===== src/hw/rtl/mpns_pkg.sv =====
`timescale 1ns / 1ps
// shared types and codes for the mouse packet nibble serializer
package mpns_pkg;

  typedef enum logic [1:0] {
    OP_ADD_MOTION  = 2'd0,
    OP_SET_BUTTONS = 2'd1,
    OP_POLL        = 2'd2,
    OP_RESTART     = 2'd3
  } op_e;

  // which packet byte a nibble position reads
  typedef enum logic [1:0] {
    BYTE_ID      = 2'd0,
    BYTE_CONTROL = 2'd1,
    BYTE_MAG_X   = 2'd2,
    BYTE_MAG_Y   = 2'd3
  } byte_sel_e;

  localparam logic [7:0] DEVICE_ID_RESET = 8'd227;
  localparam logic [2:0] LAST_NIBBLE     = 3'd7;

  typedef struct packed {
    op_e                operation;
    logic signed [15:0] step_x;
    logic signed [15:0] step_y;
    logic               button_left;
    logic               button_right;
    logic               button_middle;
    logic               button_start;
    logic               select0;
    logic               select1;
  } item_t;

  typedef struct packed {
    logic       valid;
    logic [3:0] nibble;
    logic       packet_end;
  } result_t;

endpackage


===== src/hw/rtl/mouse_packet_nibble_serializer.sv =====
`timescale 1ns / 1ps
// top level: input register, state core and result register with handshakes
//
//  port group   direction  flow control         carries
//  in_*         input      valid / stall        operation, steps, buttons, selects
//  out_*        output     valid / stall        nibble, packet_end
//  cfg_*        input      valid / ready        device id byte
//
// one item per cycle unless in_stall_o; poll results go via input then result register
// the core updates its state in the cycle an item leaves the input register
// items with no result leave the input register even while the output is stalled
// reset clears motion, buttons, poll history and sets the device id to 227
module mouse_packet_nibble_serializer (
  input  logic        clk_i,
  input  logic        rst_ni,
  input  logic        in_valid_i,
  output logic        in_stall_o,
  input  logic [1:0]  operation_i,
  input  logic signed [15:0] step_x_i,
  input  logic signed [15:0] step_y_i,
  input  logic        button_left_i,
  input  logic        button_right_i,
  input  logic        button_middle_i,
  input  logic        button_start_i,
  input  logic        select0_i,
  input  logic        select1_i,
  output logic        out_valid_o,
  input  logic        out_stall_i,
  output logic [3:0]  nibble_o,
  output logic        packet_end_o,
  input  logic        cfg_valid_i,
  output logic        cfg_ready_o,
  input  logic [7:0]  cfg_device_id_i
);

  mpns_pkg::item_t   item_q;
  logic              in_vld_q;
  logic              out_vld_q;
  logic [3:0]        nibble_q;
  logic              pkt_end_q;
  logic [7:0]        device_id_q;
  mpns_pkg::result_t res;
  logic              out_free, advance, in_xfer;

  assign out_free   = !out_vld_q || !out_stall_i;
  assign advance    = in_vld_q && (!res.valid || out_free);
  assign in_stall_o = in_vld_q && !advance;
  assign in_xfer    = in_valid_i && !in_stall_o;
  assign cfg_ready_o = 1'b1;

  mpns_core u_core (
    .clk_i       (clk_i),
    .rst_ni      (rst_ni),
    .fire_i      (advance),
    .item_i      (item_q),
    .device_id_i (device_id_q),
    .result_o    (res)
  );

  always_ff @(posedge clk_i or negedge rst_ni) begin
    if (!rst_ni) begin
      in_vld_q    <= 1'b0;
      out_vld_q   <= 1'b0;
      device_id_q <= mpns_pkg::DEVICE_ID_RESET;
    end else begin
      if (in_xfer) begin
        in_vld_q <= 1'b1;
      end else if (advance) begin
        in_vld_q <= 1'b0;
      end
      if (advance && res.valid) begin
        out_vld_q <= 1'b1;
      end else if (!out_stall_i) begin
        out_vld_q <= 1'b0;
      end
      if (cfg_valid_i && cfg_ready_o) begin
        device_id_q <= cfg_device_id_i;
      end
    end
  end

  always_ff @(posedge clk_i) begin
    if (in_xfer) begin
      item_q.operation     <= mpns_pkg::op_e'(operation_i);
      item_q.step_x        <= step_x_i;
      item_q.step_y        <= step_y_i;
      item_q.button_left   <= button_left_i;
      item_q.button_right  <= button_right_i;
      item_q.button_middle <= button_middle_i;
      item_q.button_start  <= button_start_i;
      item_q.select0       <= select0_i;
      item_q.select1       <= select1_i;
    end
    if (advance && res.valid) begin
      nibble_q  <= res.nibble;
      pkt_end_q <= res.packet_end;
    end
  end

  assign out_valid_o  = out_vld_q;
  assign nibble_o     = nibble_q;
  assign packet_end_o = pkt_end_q;

  a_stall_needs_item: assert property (@(posedge clk_i) disable iff (!rst_ni)
    in_stall_o |-> (in_vld_q && res.valid && out_vld_q))
    else $error("input stalled without a blocked poll");

  a_result_lands: assert property (@(posedge clk_i) disable iff (!rst_ni)
    (advance && res.valid) |=> out_vld_q)
    else $error("poll result lost");

  a_no_overwrite: assert property (@(posedge clk_i) disable iff (!rst_ni)
    (out_vld_q && out_stall_i) |-> !(advance && res.valid))
    else $error("stalled result overwritten");

endmodule


===== src/hw/rtl/mpns_core.sv =====
`timescale 1ns / 1ps
// motion, button and poll state with the nibble selection logic
module mpns_core (
  input  logic               clk_i,
  input  logic               rst_ni,
  input  logic               fire_i,
  input  mpns_pkg::item_t    item_i,
  input  logic [7:0]         device_id_i,
  output mpns_pkg::result_t  result_o
);

  logic signed [8:0] acc_x_q, acc_x_d, acc_y_q, acc_y_d;
  logic              ovf_x_q, ovf_x_d, ovf_y_q, ovf_y_d;
  logic [3:0]        buttons_q, buttons_d;
  logic [1:0]        last_sel_q, last_sel_d;
  logic              sel_vld_q, sel_vld_d;
  logic [7:0]        pos_q, pos_d;

  logic signed [16:0] sum_x, sum_y;
  logic [1:0]         sel;
  logic               advance;
  logic [2:0]         rd_pos;
  logic [7:0]         ctrl_byte, mag_x, mag_y, byte_val;
  logic               is_poll, pkt_end;

  assign sum_x = {{8{acc_x_q[8]}}, acc_x_q} + {item_i.step_x[15], item_i.step_x};
  assign sum_y = {{8{acc_y_q[8]}}, acc_y_q} + {item_i.step_y[15], item_i.step_y};

  assign sel     = {item_i.select1, item_i.select0};
  assign is_poll = (item_i.operation == mpns_pkg::OP_POLL);
  // no poll seen since reset or restart counts as a change
  assign advance = !sel_vld_q || (sel != last_sel_q);
  assign pkt_end = advance && (pos_q[2:0] == mpns_pkg::LAST_NIBBLE);

  // a repeat shows the nibble last sent, or nibble 0 when the count sits at zero
  always_comb begin
    if (advance) begin
      rd_pos = pos_q[2:0];
    end else if (pos_q == 8'd0) begin
      rd_pos = 3'd0;
    end else begin
      rd_pos = pos_q[2:0] - 3'd1;
    end
  end

  assign ctrl_byte = {ovf_y_q, ovf_x_q, acc_y_q[8], acc_x_q[8], buttons_q};
  assign mag_x = acc_x_q[8] ? 8'(-acc_x_q) : acc_x_q[7:0];
  assign mag_y = acc_y_q[8] ? 8'(-acc_y_q) : acc_y_q[7:0];

  always_comb begin
    unique case (mpns_pkg::byte_sel_e'(rd_pos[2:1]))
      mpns_pkg::BYTE_ID:      byte_val = device_id_i;
      mpns_pkg::BYTE_CONTROL: byte_val = ctrl_byte;
      mpns_pkg::BYTE_MAG_X:   byte_val = mag_x;
      mpns_pkg::BYTE_MAG_Y:   byte_val = mag_y;
      default:                byte_val = device_id_i;
    endcase
  end

  assign result_o.valid      = is_poll;
  assign result_o.nibble     = rd_pos[0] ? byte_val[3:0] : byte_val[7:4];
  assign result_o.packet_end = pkt_end;

  always_comb begin
    acc_x_d    = acc_x_q;
    acc_y_d    = acc_y_q;
    ovf_x_d    = ovf_x_q;
    ovf_y_d    = ovf_y_q;
    buttons_d  = buttons_q;
    last_sel_d = last_sel_q;
    sel_vld_d  = sel_vld_q;
    pos_d      = pos_q;
    unique case (item_i.operation)
      mpns_pkg::OP_ADD_MOTION: begin
        if (sum_x > 17'sd255) begin
          acc_x_d = 9'sd255;
          ovf_x_d = 1'b1;
        end else if (sum_x < -17'sd255) begin
          acc_x_d = -9'sd255;
          ovf_x_d = 1'b1;
        end else begin
          acc_x_d = sum_x[8:0];
        end
        if (sum_y > 17'sd255) begin
          acc_y_d = 9'sd255;
          ovf_y_d = 1'b1;
        end else if (sum_y < -17'sd255) begin
          acc_y_d = -9'sd255;
          ovf_y_d = 1'b1;
        end else begin
          acc_y_d = sum_y[8:0];
        end
      end
      mpns_pkg::OP_SET_BUTTONS: begin
        buttons_d = {item_i.button_start, item_i.button_middle,
                     item_i.button_right, item_i.button_left};
      end
      mpns_pkg::OP_POLL: begin
        if (advance) begin
          pos_d      = pos_q + 8'd1;
          last_sel_d = sel;
          sel_vld_d  = 1'b1;
          if (pkt_end) begin
            acc_x_d = '0;
            acc_y_d = '0;
            ovf_x_d = 1'b0;
            ovf_y_d = 1'b0;
          end
        end
      end
      mpns_pkg::OP_RESTART: begin
        pos_d     = '0;
        sel_vld_d = 1'b0;
      end
      default: begin
        pos_d = pos_q;
      end
    endcase
  end

  always_ff @(posedge clk_i or negedge rst_ni) begin
    if (!rst_ni) begin
      acc_x_q    <= '0;
      acc_y_q    <= '0;
      ovf_x_q    <= 1'b0;
      ovf_y_q    <= 1'b0;
      buttons_q  <= '0;
      last_sel_q <= '0;
      sel_vld_q  <= 1'b0;
      pos_q      <= '0;
    end else if (fire_i) begin
      acc_x_q    <= acc_x_d;
      acc_y_q    <= acc_y_d;
      ovf_x_q    <= ovf_x_d;
      ovf_y_q    <= ovf_y_d;
      buttons_q  <= buttons_d;
      last_sel_q <= last_sel_d;
      sel_vld_q  <= sel_vld_d;
      pos_q      <= pos_d;
    end
  end

  a_end_clears: assert property (@(posedge clk_i) disable iff (!rst_ni)
    (fire_i && is_poll && pkt_end) |=>
      (acc_x_q == 9'sd0 && acc_y_q == 9'sd0 && !ovf_x_q && !ovf_y_q))
    else $error("motion not cleared after packet end");

  a_acc_range: assert property (@(posedge clk_i) disable iff (!rst_ni)
    (acc_x_q != -9'sd256) && (acc_y_q != -9'sd256))
    else $error("accumulator outside saturation range");

  a_poll_marks_sel: assert property (@(posedge clk_i) disable iff (!rst_ni)
    (fire_i && is_poll) |=> sel_vld_q)
    else $error("select history not recorded after poll");

  a_repeat_holds_pos: assert property (@(posedge clk_i) disable iff (!rst_ni)
    (fire_i && is_poll && !advance) |=> $stable(pos_q))
    else $error("repeat poll moved packet position");

endmodule

===== config.mk =====
export PLATFORM = sky130hd
export DESIGN_NAME = mouse_packet_nibble_serializer
export DESIGN_NICKNAME = d
export VERILOG_FILES = /design/src/hw/rtl/mpns_pkg.sv /design/src/hw/rtl/mouse_packet_nibble_serializer.sv /design/src/hw/rtl/mpns_core.sv
export SDC_FILE = /design/constraint.sdc
export NUM_CORES = 1
export LEC_CHECK = 0
export BUFFER_PORTS_ARGS = -buffer_cell sky130_fd_sc_hd__buf_2
export CAP_MARGIN = 15
export CORE_ASPECT_RATIO = 0.7
export CORE_MARGIN = 1.5
export CORE_UTILIZATION = 35
export DETAILED_ROUTE_END_ITERATION = 12
export PLACE_DENSITY = 0.6
export SKIP_LAST_GASP = 1
export SYNTH_ARGS = -nofsm -noshare
export SYNTH_HDL_FRONTEND = slang
export SYNTH_SLANG_ARGS = --single-unit

===== constraint.sdc =====
create_clock -name clk_i -period 3.5 [get_ports clk_i]
set_clock_uncertainty 0.05 [all_clocks]
set_input_delay 0.525 -clock clk_i [delete_from_list [all_inputs] [get_ports clk_i]]
set_output_delay 0.525 -clock clk_i [all_outputs]
set_load 0.02 [all_outputs]

# Word level (Yosys, flattened, before mapping)
# Cells that the tools add are included.
totals:
  ff_bits: 90
  in_bits: 53
  out_inout_bits: 8
  wordCells: 101
op_classes:
  addsub: 6
  magnitude_cmp: 4
  n_eq_ne: 13
  muxes: 30
  reduce_logical: 26
op_table:
  columns: ["op", "count"]
  rows:
  - ["$mux W9", 6]
  - ["$pmux W9 S2", 2]
  - ["$add A9 B16 Y17", 2]
  - ["$gt A17 B9 Y1 const B", 2]
  - ["$lt A17 B9 Y1 const B", 2]
  - ["$pmux W8 S4", 1]
  - ["$mux W8", 3]
  - ["$neg A8 Y8", 2]
  - ["$pmux W8 S2", 1]
  - ["$mux W1", 11]
  - ["$reduce_and A5 Y1", 2]
  - ["$add A8 B1 Y8 const B", 1]
  - ["$eq A2 B2 Y1 const B", 4]
  - ["$logic_not A8 Y1", 1]
  - ["$logic_not A1 Y1", 6]
  - ["$mux W3", 2]
  - ["$ne A3 B1 Y1 const B", 2]
  - ["$pmux W1 S2", 3]
  - ["$reduce_and A3 Y1", 2]
  - ["$reduce_bool A2 Y1", 3]
  - ["$logic_and A1 B1 Y1", 5]
  - ["$eq A2 B1 Y1 const B", 2]
  - ["$logic_not A2 Y1", 2]
  - ["$mux W4", 1]
  - ["8 further kinds", 11]

# Logic depth before layout (Yosys ltp)
logic_depth:
  ltp_word: 9
  mapped_depth: 12
  ltp_nobuf: 12

# Modules after synthesis
# From an unflattened synthesis, not the netlist that was laid out.
hier_totals:
  cells_unflattened: 562
  hier_area_um2: 5763.0
by_module_without_submodules:
  columns: ["module", "n_inst", "cells_each", "area_per_inst_um2", "seq_area_each_um2"]
  rows:
  - ["mpns_core", 1, 486, 3963.8, 875.8]
  - ["mouse_packet_nibble_serializer", 1, 76, 1799.2, 1607.8]

# Worst setup path after synthesis
# OpenSTA, ideal clock, no wires.
synth_timing:
  path_kind: "register to register"
  start: "register u_core.acc_y_q[8]"
  end: "register u_core.ovf_y_q"
  setup_ns: 0.124
  arrival_ns: 2.962
  t_required_ns: 3.326
  slack_ns: 0.364
  stages_incl_launch_ff: 11
  n_path_buf: 1
  synth_period_minus_slack_ns: 3.136
  cell_sequence: "dfrtp_1 -> ha_1 -> clkbuf_1 -> inv_1 -> a2111oi_0 -> nor4b_2 -> xnor2_1 -> or4_4 -> nor4_2 -> o21ba_1 -> o31a_1"
synth_between:
  elab_chain_len: 4
  elab_cells_between_ends: 7
  cone_classes: "add/sub: 1; order compare: 2; eq/ne: 1; mux: 2; reduce/logical: 1"
synth_rtl:
  columns: ["item", "line_no", "source"]
  rows:
  - ["start: declaration", "mpns_core.sv:12", "logic signed [8:0] acc_x_q, acc_x_d, acc_y_q, acc_y_d;"]
  - ["start signal: assignment", "mpns_core.sv:133", "acc_y_q <= acc_y_d;"]
  - ["$add A9 B16 Y17 *", "mpns_core.sv:27", "assign sum_y = {{8{acc_y_q[8]}}, acc_y_q} + {item_i.step_y[15], item_i.step_y};"]
  - ["$lt A17 B9 Y1 / $gt A17 B9 Y1 (equally long branches)", "mpns_core.sv:87, mpns_core.sv:84", null]
  - ["$ne A3 B1 Y1 (no line) / $mux W1 (equally long branches)", null, null]
  - ["$reduce_and A5 Y1 (no line) / $pmux W1 S2 (equally long branches)", null, null]
  - ["end signal: assignment", "mpns_core.sv:135", "ovf_y_q <= ovf_y_d;"]
  - ["end: declaration", "mpns_core.sv:13", "logic ovf_x_q, ovf_x_d, ovf_y_q, ovf_y_d;"]
# Every way passes the cells marked *; elsewhere a longest branch is shown, timed or not.
# A chain may end at the register's enable or synchronous reset.

# Worst setup path after layout
layout_timing:
  start: "register u_core.acc_y_q[6]"
  end: "register u_core.ovf_y_q"
# The elaborated chain is that of the path after synthesis.

==> reports/metrics.sh <==
DRT_ITER0_MARKERS=359
TOTALWIRELENGTH_MM=13.39
MULTI_INPUT_COMB_AREA_UM2=3217
IRDROPWORSTVDD_V=0.0002999
ASYNC_RESET_FF_SHARE_PCT=50.00
CTS_TREE='built'
MIN_PERIOD_PS=3356
MAXSLEWHEADROOM_PCT=30.64
SYNTH_TOP_CELLS_BY_AREA='edfxtp_1, dfrtp_1, ha_1'
DIE_HEIGHT_UM=110.2
CRITICAL_PATH_ARRIVAL_PS=3540
FILLER_INSTANCES=1522
CORE_BOX_AREA_UM2=15790
LEAKAGE_nW=2.733
ROUTE.ANTENNA.REMAINING_NETS=0
CLOCKBUFFERDEPTH=2
SETUP_VIOL=0
PORTBUFS=59
FINAL_DESIGN_AREA_NO_FILL_UM2=6734
NUMBER_OF_MAX_CAPACITANCE_VIOLATIONS_REPORTED=0
SYN_AREA_UM2=5747
PLACE.GP.CONGESTION=0.9249
CLOCKROOTBUFFER='clkbuf_16'
GRT_PASS1_VIAS=4272
DRC=0
YOSYS_REGISTER_BITS=90
SYNTH-WARNING-COUNT=0
INSERTION_DELAY_PS=350
AREA.GROWTH.SYNTH_TO_FINAL_PCT=17.18
FINISH.NET_COUNT=729
ANTENNA_FOUND_INITIAL=0
POWER.INTERNAL_mW=3.020
CRITPATHMAXFANOUT=6
DIEWIDTH_UM=156.2
FIRST_PASS_ITERS=5
TRITONCTS.NUM_BUFFERS=9
GRT.OVERFLOW.TOTAL=0
GRT_START_MAX_NET_PINS=46
CTS_HTREE_LEVELS=3
SEQ_AREA_FRAC_SYNTH_PCT=43.22
SYNTH_CELLS=567
COMBPWRFRAC_PCT=54.6
YS.FLOP_TYPE='edfxtp_1'
SYNTH_TOP_AREA_CELL='edfxtp_1'
NET_SWITCHING_COMPONENT_OF_THE_POWER_mW=2.269
FIN_TNS_SETUP_PS=0
START_UTIL_PCT=36.41
MAX_SLEW.WORST_PIN.SLEW_PS=1040
SYNTH.LIB_CELLS_USED.DISTINCT=75
CLOCK_TRANSITION_AT_PATH_REGS_PS=60
P_PER_AREA_nW_PER_UM2=785.4
ROUTED_WIRE_LENGTH_PER_INSTANCE_UM=15.53
CLOCKPOWERSHARE_PCT=16.5
ROUTED-VIA-COUNT=4565
SYNTH_FP_NETS=659
SYN_AREA_PER_CELL_UM2=10.14
CLKSINKCOUNT=90
ROW_COUNT=38
POST_DP_HPWL_MM=10.11
SLEW_VIOLATIONS=0
DETAILED_PLACE.AREA_UM2=6337
CRITICAL-PATH-SLOWEST-CELL='or4_4'
HOLD_PATH.CLASS='primary input to flop'
GRT_FIRST_PASS_WIRELENGTH_MM=21.96
FLOORPLAN.DIE_AREA_UM2=17210
ENDPOINT_KIND='flop'
TIMING.CRITICAL_PATH.SLOWEST_CELL_DELAY_PS=580
FMAXACHIEVABLE_MHz=298.0
FLOORPLAN.IO_PINS=61
FINAL_CORE_UTILIZATION_PCT=42.66
WHS_PS=298.8
SWITCHING_SHARE_PCT=42.90
PATH_CELLS='ha_1 > a21o_1 > nand3_1 > a2111oi_1 > nor4b_2 > xnor2_1 > or4_4 > nor4_4 > o21ba_1 > o31a_1'
POST-ROUTE-PERIOD-UTIL_PCT=95.88
CRITPATHKIND='flop to flop'
SYNTH_TOP_AREA_SHARE_PCT=23.51
FINAL.SETUP.WORST_SLACK_PS=144.3
SYNTH-EDFF-COUNT=45
CRITPATHLAUNCHTYPE='flop'
LAYOUT-DRIVE-GT1-SHARE_PCT=22.59
VIA_CELL_RATIO=5.296
WORST-ENDPOINT-REQUIRED_PS=3680
TRACK_USAGE_PCT=16.60
STATUS='completed'
SEQ_AREA_UM2=2486
SEQ_POWER_SHARE_PCT=29.0
PLACE_WORST_SETUP_SLACK_PS=130.5
ANTENNA-DIODE-COUNT=0
FINAL_HOLD_VIOL_COUNT=0
==> critical path, delay by kind of cell (launching register included) <==
kind / cells / cell delay [ps]
simple gates: 4 / 1050
fa+ha+maj: 1 / 450
compound gates: 4 / 1070
flops: 1 / 440
xor+xnor: 1 / 180
==> path summary, 6_finish.rpt <==
kind,from,endpoint,slack [ps],depth (start not counted)
max,u_core.acc_y_q[6],u_core.ovf_y_q,140,10
min,step_y_i[12],item_q[18],300,1
max reg2reg,u_core.acc_y_q[6],u_core.ovf_y_q,140,10
min reg2reg,item_q[2],u_core.buttons_q[3],450,1
max in group asynchronous,rst_ni,u_core.acc_y_q[8],2370,1
min in group asynchronous,rst_ni,device_id_q[4],310,1
==> final cells by class <==
type                    instances  area share [%]
multi-input cells             438           47.77
flip-flops and latches         90           36.92
repair buffers                 73           5.946
well taps                     220           4.088
clock buffers                   9           3.344
inverters                      25           1.394
clock inverters                 7          0.5388
==> power groups by stage <==
stage                     Clock (mW)  Combinational [mW]  Sequential, mW
after floorplan                    0                2.12            1.46
after global placement             0                2.65            1.54
after detailed placement           0                2.71            1.54
after CTS                      0.911                2.73            1.52
after global routing           0.945                3.23            1.56
final                          0.870                2.89            1.53
==> kinds of logic (layout without fill, tap and decap cells) <==
group	count (synthesis)	in the layout	share of synthesized area [%]
AO/OA/AOI/OAI	165	165	20.01
AND/OR/NAND/NOR	174	174	14.87
other	1	1	0.06525
flip-flops	90	90	43.22
buffers and inverters	39	114	2.722
multiplexers	20	20	4.420
XOR/XNOR	39	39	5.944
adder cells (fa/ha/maj)	39	39	8.752
==> layout by cell type, fill, tap and decap left out, types with 8 or more instances in the layout <==
| cell | synthesis | routed |
|---|---|---|
| o21ai_0 | 37 | 36 |
| a221o_1 | 12 | 12 |
| ha_1 | 37 | 30 |
| xnor2_1 | 19 | 18 |
| nand2_1 | 64 | 64 |
| clkbuf_16 | 0 | 9 |
| nor2_1 | 36 | 35 |
| a211oi_1 | 8 | 8 |
| inv_1 | 25 | 25 |
| buf_4 | 1 | 14 |
| a21oi_1 | 34 | 32 |
| xor2_1 | 20 | 20 |
| mux2_2 | 13 | 13 |
| o31ai_1 | 9 | 8 |
| nand3_1 | 18 | 18 |
| dfrtp_1 | 40 | 38 |
| buf_2 | 4 | 59 |
| edfxtp_1 | 45 | 45 |
==> repair_timing <==
item | CTS | global route
resized for setup | 0 | 24
hold buffers | 0 | 0
endpoints found under the setup margin | 0 | 17
setup buffers | 0 | 4
==> cells in the mapped netlist (3+ instances only) <==
cell and n:
o31ai_1 9, mux2i_1 4, ha_1 37, dfstp_2 5, o21a_1 6, or2_2 3, nor4_1 6, a211oi_1 8
o211ai_1 4, edfxtp_1 45, o21ai_0 37, clkbuf_1 8, nand2_1 64, mux4_2 3, xor2_1 20, a2111oi_0 4
dfrtp_1 40, a22o_1 3, inv_1 25, a21oi_1 34, nand4_1 5, mux2_2 13, nor2b_1 8, nor3b_1 3
nor3_1 6, o21ai_1 4, nor2_1 36, o31a_1 3, nand2b_1 7, a221o_1 12, nand3_1 18, a21o_1 7
buf_2 4, xnor2_1 19, a31oi_1 3
==> state kept, by name, indices dropped and copies added, names as in the netlist, 2 cells and up <==
name and flops:
u_core.pos_q 8, nibble_o 4, device_id_q 8, item_q 40, u_core.acc_x_q 9, u_core.last_sel_q 2, u_core.buttons_q 4, u_core.acc_y_q 9
==> through the flow <==
| step | power, mW | std cells |
|---|---|---|
| 2_1_floorplan | 3.586 | 567 |
| 3_3_place_gp | 4.192 | 842 |
| 3_5_place_dp | 4.254 | 842 |
| 4_1_cts | 5.163 | 858 |
| 5_1_grt | 5.739 | 862 |
| 6_report | 5.289 | 862 |
==> metal layers <==
metal	global-route usage (%)	wire length [um]	vias up
met5	0	0	-
met1	24.90	7015	2164
met4	4.422	155	0
met3	4.222	698	12
li1	-	-	2273
met2	23.43	5521	116
Note: power is estimated with default switching activity, not from simulation.
